**src/hdl/drlx_pkg.sv**
```systemverilog
// Shared types, codes and constants of the run-level expander with DC prediction.
package drlx_pkg;

   localparam int BLOCK_COEFFS = 64;
   localparam int POS_W = $clog2(BLOCK_COEFFS + 1);
   localparam int QUEUE_DEPTH = 4;
   localparam int QPTR_W = $clog2(QUEUE_DEPTH);

   localparam logic [2:0] OP_SLICE_START = 3'd0;
   localparam logic [2:0] OP_MB_START    = 3'd1;
   localparam logic [2:0] OP_INTRA_DC    = 3'd2;
   localparam logic [2:0] OP_RUN_LEVEL   = 3'd3;
   localparam logic [2:0] OP_END_BLOCK   = 3'd4;

   typedef struct packed {
      logic [2:0]  operation;
      logic [1:0]  component;
      logic [3:0]  dc_size;
      logic [10:0] dc_bits;
      logic [5:0]  run;
      logic [11:0] level_bits;
      logic        escape;
      logic        sign;
      logic        intra;
      logic        skipped_before;
   } req_type;

   typedef struct packed {
      logic [5:0]         position;
      logic signed [15:0] value;
      logic               block_end;
      logic               overflow;
      logic               last;
   } rsp_type;

   typedef enum logic [1:0] {
      CMD_DC,
      CMD_RUN,
      CMD_EOB
   } cmd_kind_type;

   // Work handed from the front to the back.
   typedef struct packed {
      cmd_kind_type kind;
      logic [5:0]   run;
      logic [15:0]  value;
   } cmd_type;

   typedef struct packed {
      logic full;
      logic empty;
   } queue_status_type;

   function automatic logic [15:0] pred_reset_value(input logic [1:0] precision);
      logic [15:0] v;
      unique case (precision)
         2'd0: v = 16'd128;
         2'd1: v = 16'd256;
         2'd2: v = 16'd512;
         default: v = 16'd1024;
      endcase
      return v;
   endfunction

endpackage

```
**src/hdl/drlx_front.sv**
```systemverilog
// Front end: token decode, DC prediction and level formation.
module drlx_front
   import drlx_pkg::*;
(
   input  logic        clock,
   input  logic        reset,
   input  logic        csr_wr_en,
   input  logic [1:0]  csr_wr_data,
   input  logic        accept,
   input  req_type     req,
   output logic        push,
   output cmd_type     cmd
);

   logic [1:0]  precision_ff;
   logic [15:0] pred_ff [3];

   logic [1:0]  comp_idx;
   logic [10:0] size_mask;
   logic [10:0] masked;
   logic [15:0] half;
   logic [16:0] span;
   logic [15:0] diff;
   logic [15:0] dc_sum;
   logic [15:0] level;
   logic        pred_clear;

   always_comb begin
      comp_idx = (req.component > 2'd2) ? 2'd2 : req.component;
      size_mask = (req.dc_size >= 4'd11) ? 11'h7FF
                                         : 11'((16'd1 << req.dc_size) - 16'd1);
      masked = req.dc_bits & size_mask;
      half = 16'd1 << (req.dc_size - 4'd1);
      span = 17'd1 << req.dc_size;
      // Values below half encode negative differentials.
      if (req.dc_size == 4'd0) begin
         diff = 16'd0;
      end else if ({5'd0, masked} >= half) begin
         diff = {5'd0, masked};
      end else begin
         diff = 16'({6'd0, masked} + 17'd1 - span);
      end
      dc_sum = pred_ff[comp_idx] + diff;

      if (req.escape) begin
         level = {{4{req.level_bits[11]}}, req.level_bits};
      end else if (req.sign) begin
         level = 16'd0 - {4'd0, req.level_bits};
      end else begin
         level = {4'd0, req.level_bits};
      end

      pred_clear = accept && ((req.operation == OP_SLICE_START) ||
                   ((req.operation == OP_MB_START) &&
                    (!req.intra || req.skipped_before)));

      push = accept && ((req.operation == OP_INTRA_DC) ||
                        (req.operation == OP_RUN_LEVEL) ||
                        (req.operation == OP_END_BLOCK));
      cmd.run = req.run;
      if (req.operation == OP_INTRA_DC) begin
         cmd.kind = CMD_DC;
         cmd.value = dc_sum;
      end else if (req.operation == OP_RUN_LEVEL) begin
         cmd.kind = CMD_RUN;
         cmd.value = level;
      end else begin
         cmd.kind = CMD_EOB;
         cmd.value = 16'd0;
      end
   end

   always_ff @(posedge clock) begin
      if (reset) begin
         precision_ff <= 2'd0;
         for (int i = 0; i < 3; i++) begin
            pred_ff[i] <= pred_reset_value(2'd0);
         end
      end else begin
         if (csr_wr_en) begin
            precision_ff <= csr_wr_data;
         end
         if (pred_clear) begin
            for (int i = 0; i < 3; i++) begin
               pred_ff[i] <= pred_reset_value(precision_ff);
            end
         end else if (accept && (req.operation == OP_INTRA_DC)) begin
            pred_ff[comp_idx] <= dc_sum;
         end
      end
   end

endmodule

```
**src/hdl/drlx_queue.sv**
```systemverilog
// Short command queue between the front and back ends.
module drlx_queue
   import drlx_pkg::*;
(
   input  logic             clock,
   input  logic             reset,
   input  logic             push,
   input  cmd_type          push_cmd,
   input  logic             pop,
   output cmd_type          head_cmd,
   output queue_status_type status
);

   cmd_type           entry_ff [QUEUE_DEPTH];
   logic [QPTR_W-1:0] wr_ptr_ff;
   logic [QPTR_W-1:0] rd_ptr_ff;
   logic [QPTR_W:0]   count_ff;

   assign head_cmd = entry_ff[rd_ptr_ff];
   assign status.empty = (count_ff == '0);
   assign status.full = (count_ff == (QPTR_W + 1)'(QUEUE_DEPTH));

   always_ff @(posedge clock) begin
      if (push) begin
         entry_ff[wr_ptr_ff] <= push_cmd;
      end
   end

   always_ff @(posedge clock) begin
      if (reset) begin
         wr_ptr_ff <= '0;
         rd_ptr_ff <= '0;
         count_ff <= '0;
      end else begin
         if (push) begin
            wr_ptr_ff <= wr_ptr_ff + 1'b1;
         end
         if (pop) begin
            rd_ptr_ff <= rd_ptr_ff + 1'b1;
         end
         if (push && !pop) begin
            count_ff <= count_ff + 1'b1;
         end else if (pop && !push) begin
            count_ff <= count_ff - 1'b1;
         end
      end
   end

endmodule

```
**src/hdl/drlx_back.sv**
```systemverilog
// Back end: expands queued commands into coefficient beats in scan order.
module drlx_back
   import drlx_pkg::*;
(
   input  logic    clock,
   input  logic    reset,
   input  cmd_type head_cmd,
   input  logic    head_valid,
   output logic    pop,
   output logic    rsp_valid,
   input  logic    rsp_ready,
   output rsp_type rsp_data
);

   logic [POS_W-1:0] position_ff, position_in;
   logic             active_ff, active_in;
   logic [5:0]       remain_ff, remain_in;
   logic             rsp_valid_ff, rsp_valid_in;
   rsp_type          rsp_ff, rsp_in;

   logic             advance;
   logic             full_block;
   logic             at_end;
   logic [5:0]       remain;

   always_comb begin
      advance = head_valid && (!rsp_valid_ff || rsp_ready);
      full_block = (position_ff >= POS_W'(BLOCK_COEFFS));
      at_end = (position_ff == POS_W'(BLOCK_COEFFS - 1));
      remain = active_ff ? remain_ff : head_cmd.run;

      position_in = position_ff;
      active_in = active_ff;
      remain_in = remain_ff;
      rsp_valid_in = rsp_valid_ff && !rsp_ready;
      rsp_in = rsp_ff;
      pop = 1'b0;

      if (advance) begin
         rsp_in.position = 6'(position_ff);
         rsp_in.value = '0;
         rsp_in.block_end = at_end;
         rsp_in.overflow = 1'b0;
         rsp_in.last = 1'b0;
         unique case (head_cmd.kind)
            CMD_DC: begin
               rsp_valid_in = 1'b1;
               rsp_in.position = 6'd0;
               rsp_in.value = head_cmd.value;
               rsp_in.block_end = 1'b0;
               rsp_in.last = 1'b1;
               position_in = POS_W'(1);
               pop = 1'b1;
            end
            CMD_RUN: begin
               rsp_valid_in = 1'b1;
               if (full_block) begin
                  // Nothing fits: a lone overflow marker at position zero.
                  rsp_in.position = 6'd0;
                  rsp_in.block_end = 1'b0;
                  rsp_in.overflow = 1'b1;
                  rsp_in.last = 1'b1;
                  pop = 1'b1;
               end else begin
                  if (remain == 6'd0) begin
                     rsp_in.value = head_cmd.value;
                  end
                  rsp_in.overflow = (remain != 6'd0) && at_end;
                  rsp_in.last = (remain == 6'd0) || at_end;
                  position_in = position_ff + 1'b1;
                  if (rsp_in.last) begin
                     pop = 1'b1;
                     active_in = 1'b0;
                  end else begin
                     active_in = 1'b1;
                     remain_in = remain - 6'd1;
                  end
               end
            end
            default: begin
               pop = 1'b1;
               position_in = '0;
               if (!full_block) begin
                  rsp_valid_in = 1'b1;
                  rsp_in.last = at_end;
                  if (!at_end) begin
                     pop = 1'b0;
                     position_in = position_ff + 1'b1;
                  end
               end
            end
         endcase
      end
   end

   always_ff @(posedge clock) begin
      if (reset) begin
         position_ff <= '0;
         active_ff <= 1'b0;
         rsp_valid_ff <= 1'b0;
      end else begin
         position_ff <= position_in;
         active_ff <= active_in;
         rsp_valid_ff <= rsp_valid_in;
      end
      remain_ff <= remain_in;
      rsp_ff <= rsp_in;
   end

   assign rsp_valid = rsp_valid_ff;
   assign rsp_data = rsp_ff;

endmodule

```
**src/hdl/dct_run_level_expander_dc_pred.sv**
```systemverilog
// Tokens are queued, then the back end registers one coefficient beat per cycle
// while rsp_ready allows: a DC token gives one beat, a run-level token run plus
// one, an end of block the remaining positions. Start tokens are taken one per
// cycle while the queue has room and produce no beat; a four-entry queue lets
// the front keep accepting while the back expands. Synchronous reset empties the
// queue, rewinds the position, and sets precision 0 and predictors 128.
module dct_run_level_expander_dc_pred
   import drlx_pkg::*;
(
   input  logic       clock,
   input  logic       reset,
   input  logic       csr_wr_en,
   input  logic [1:0] csr_wr_data,
   input  logic       req_valid,
   output logic       req_ready,
   input  req_type    req_data,
   output logic       rsp_valid,
   input  logic       rsp_ready,
   output rsp_type    rsp_data
);

   queue_status_type q_status;
   logic             push;
   logic             pop;
   cmd_type          push_cmd;
   cmd_type          head_cmd;

   assign req_ready = !q_status.full;

   drlx_front u_front (
      .clock       (clock),
      .reset       (reset),
      .csr_wr_en   (csr_wr_en),
      .csr_wr_data (csr_wr_data),
      .accept      (req_valid && req_ready),
      .req         (req_data),
      .push        (push),
      .cmd         (push_cmd)
   );

   drlx_queue u_queue (
      .clock    (clock),
      .reset    (reset),
      .push     (push),
      .push_cmd (push_cmd),
      .pop      (pop),
      .head_cmd (head_cmd),
      .status   (q_status)
   );

   drlx_back u_back (
      .clock      (clock),
      .reset      (reset),
      .head_cmd   (head_cmd),
      .head_valid (!q_status.empty),
      .pop        (pop),
      .rsp_valid  (rsp_valid),
      .rsp_ready  (rsp_ready),
      .rsp_data   (rsp_data)
   );

endmodule

```
**config.mk**
```make
export PLATFORM = sky130hd
export DESIGN_NAME = dct_run_level_expander_dc_pred
export DESIGN_NICKNAME = d
export VERILOG_FILES = /design/src/hdl/drlx_pkg.sv /design/src/hdl/drlx_front.sv /design/src/hdl/drlx_queue.sv /design/src/hdl/drlx_back.sv /design/src/hdl/dct_run_level_expander_dc_pred.sv
export SDC_FILE = /design/constraint.sdc
export NUM_CORES = 1
export LEC_CHECK = 0
export ABC_AREA = 1
export BUFFER_PORTS_ARGS = -buffer_cell sky130_fd_sc_hd__buf_2
export CORE_ASPECT_RATIO = 0.7
export CORE_UTILIZATION = 45
export DETAILED_ROUTE_END_ITERATION = 10
export HOLD_SLACK_MARGIN = 0.03
export SETUP_SLACK_MARGIN = 0.3
export SYNTH_ARGS = -nofsm -noshare
export SYNTH_HDL_FRONTEND = slang
export SYNTH_SLANG_ARGS = --single-unit
export TNS_END_PERCENT = 20
```
**constraint.sdc**
```tcl
create_clock -name clock -period 8.25 [get_ports clock]
set_clock_uncertainty 0.2 [all_clocks]
set_input_delay 0.4125 -clock clock [delete_from_list [all_inputs] [get_ports clock]]
set_output_delay 0.4125 -clock clock [all_outputs]
set_load 0.05 [all_outputs]
```
==> flow_summary.toml <==
[setup_path]
r2r_slack_ps = 4160
worst_setup_path_end_kind = "flip-flop"
reg2regPathDepth = 16
required_ps = 8270
worst-path-max-fanout = 7
max_stage_delay_ps = 370
crit_path_start_kind = "input port"
cp_data_arrival_time_ps = 5950
reg2reg_to = "u_queue.count_ff[1]$_SDFFE_PP0P_"
slowest_stage = "ha_1"
crit_type = "input port to flip-flop"

[global_routing]
grt_pass1_wl_um = 41900
grt_usage_pct = 21.8
first_global_vias = 7819
antenna_found_initial = 0
grt_start_max_net_pins = 50
grt-ovfl-total = 0

[synth]
synth_area_leaders = "edfxtp_1 48%, nand2_1 9.1%, ha_1 5.9%"
yosysWarningCount = 0
synth_area_leader_cell = "edfxtp_1"
postSynthAreaPerCell_sq_um = 8.96
synth.cell_area_sq_um = 10900
synthCells = 1214
syn-num-nets = 1317
yosysSeqAreaShare_pct = 52.0
yosys.area.top_type_share_pct = 48.3
ys_types = 49
ys_seq_elements = 195

[finish]
layout_common_cells = "263 x nand2_1, 175 x edfxtp_1, 163 x nor2_1, 132 x inv_1, 79 x a21oi_1"
syn_to_final_growth_pct = 12.2
layout.nets = 1396
drive_gt1_share_pct = 12.2
mostFrequentLayoutCell = "nand2_1"
insertedDiodeCount = 0
final_cell_area_sq_um = 12200
fillers = 2203

[sta]
final_hold_viol_count = 0
rsz0062_at_grt = "no"
max_clock_freq_ghz = 0.168
post-route-min-period_ps = 5940
relSlewSlack_pct = 38.7
worst_pin_slew_ps = 912
period_share_pct = 71.9
finalSetupViolCount = 0
final.setup.tns_ps = 0
finalMaxSlewViolations = 0

[cts]
cts_made_buffers = 17
cts_root_buffer = "clkbuf_16"
cts_setup_buffers = 0
clk_pin_slew_ps = 70
numClockSinks = 195
cts_buffer_depth = 2
cts_tree = "done"
insertion_delay_ps = 440
h-tree-depth = 4

[placement]
hpwl_um = 19300
post_dp_cell_area_sq_um = 11600
place_congestion = 0.938
numPortBuffers = 75

[min_path]
min_from = "rsp_ready"
hold_class = "input port to flip-flop"
min_path_cells = 4
whs_endpoint = "u_back.rsp_valid$_SDFF_PP0_"

[drt]
drtPass1Iterations = 5
drt_iter0_drc = 870
routed_wl_um = 26100
ant_nets = 0
vias = 8586
remaining_drc_errors = 0
viasPerCell = 5.29
wire_per_inst_um = 16.1

[status]
status = "complete, no violations"

[die]
fp.dieW_um = 188
die_h_um = 132
initial_core_util_pct = 45.9
core_area_sq_um = 23700
row_count = 47
dieArea_sq_um = 24800
num_io_pins = 76

[power]
ir_drop_v = 0.000206
power_leakage_nw = 5.21
power_density_nw_per_um2 = 253

[flow_run]
maxCapViolCount = 0
-- state kept, by name, indices dropped and copies added, names as in the netlist, named ones only --
name / flops
u_queue.rd_ptr_ff: 2
u_back.position_ff: 7
u_front.precision_ff: 2
u_back.remain_ff: 6
u_back.rsp_valid: 1
u_queue.count_ff: 3
u_queue.wr_ptr_ff: 2
u_front.pred_ff: 48
u_back.rsp_data: 25
u_back.active_ff: 1
u_queue.entry_ff: 96
-- where the power goes --
part / leakage (nW) / internal [W] / switching (W)
clock: 0.267 / 0.000418 / 0.000371
sequential: 1.84 / 0.00122 / 0.0000319
combinational: 3.10 / 0.000282 / 0.000770
total: 5.21 / 0.00192 / 0.00117
-- cells in the mapped netlist, drive strengths merged --
master   count
xnor2        9
nand2      271
clkbuf      12
o21a         1
and2         2
a21oi       79
nor2       174
a211oi       3
ha          51
nor4         3
a32o        15
dfxtp       20
nand3       61
edfxtp     175
o21bai       3
nor3        17
o211ai       4
buf         17
a31oi        6
o21ai       66
or2          5
a221oi       1
nor3b        2
o22ai       24
o2111ai      2
a21o         1
clkinv       1
nand4        9
o31ai        1
xor2        22
inv        147
a22oi        2
o32ai        1
a32oi        1
nand3b       1
fa           3
mux2i        2
-- repair_timing --
item                                   in CTS  in global routing
setup endpoints to repair                   0                  0
hold buffers                                7                  0
endpoints found under the hold margin      25                  0
resized for setup                           0                  0
-- layer usage --
layer / part of all wire [%] / wire (um) / global-route usage, %
met3: 6.9 / 1800 / 3.78
met2: 40 / 10500 / 30.2
met5: 0 / 0 / 0
met1: 52 / 13500 / 34.7
met4: 1.0 / 269 / 5.33
-- worst max path at each step --
stage / startpoint / endpoint / cells after the start
global route: req_data[33] / u_queue.entry_ff[2][13]$_DFFE_PP_ / 36
CTS: req_data[33] / u_queue.entry_ff[2][13]$_DFFE_PP_ / 36
global placement: req_data[33] / u_queue.entry_ff[3][13]$_DFFE_PP_ / 36
floorplan: req_data[35] / u_queue.entry_ff[0][14]$_DFFE_PP_ / 34
finish: req_data[33] / u_queue.entry_ff[1][13]$_DFFE_PP_ / 36
detailed placement: req_data[33] / u_queue.entry_ff[0][13]$_DFFE_PP_ / 36
-- cell type report --
| cell class | count | area [sq um] | area share [%] |
|---|---|---|---|
| inverter | 148 | 563 | 4.62 |
| multi-input combinational | 842 | 4530 | 37.1 |
| clock inverter | 15 | 129 | 1.06 |
| tap | 318 | 398 | 3.26 |
| sequential | 195 | 5660 | 46.4 |
| timing repair buffer | 89 | 498 | 4.08 |
| clock buffer | 17 | 425 | 3.49 |
-- worst max-delay path, delay by kind of cell --
kind / cells / cell delay, ps
buf+inv: 7 / 680
simple gates: 19 / 2320
xor+xnor: 1 / 150
fa+ha+maj: 3 / 960
compound gates: 6 / 1390
-- logic make-up (layout without fill, tap and decap cells) --
logic type	after synthesis	after routing	synth area share [%]
compound gates	210	210	11.3
xor+xnor	31	31	2.50
fa+ha+maj	54	54	6.42
buf+inv	177	269	6.46
flops	195	195	52.0
mux	2	2	0.184
simple gates	545	545	21.1
-- through the flow --
stage | utilization [%] | setup WS (ps) | std cells | hold slack, ps | total power, W
floorplan | - | 3130 | 1214 | 259 | 0.00205
global placement | 48.8 | 2040 | 1585 | 282 | 0.00231
detailed placement | 48.8 | 1990 | 1585 | 287 | 0.00232
CTS | 51.5 | 2420 | 1624 | 31.0 | 0.00311
global route | 51.5 | 1700 | 1624 | 64.9 | 0.00326
finish | 51.5 | 2310 | 1624 | 45.9 | 0.00309
Note: power is estimated with default switching activity, not from simulation.
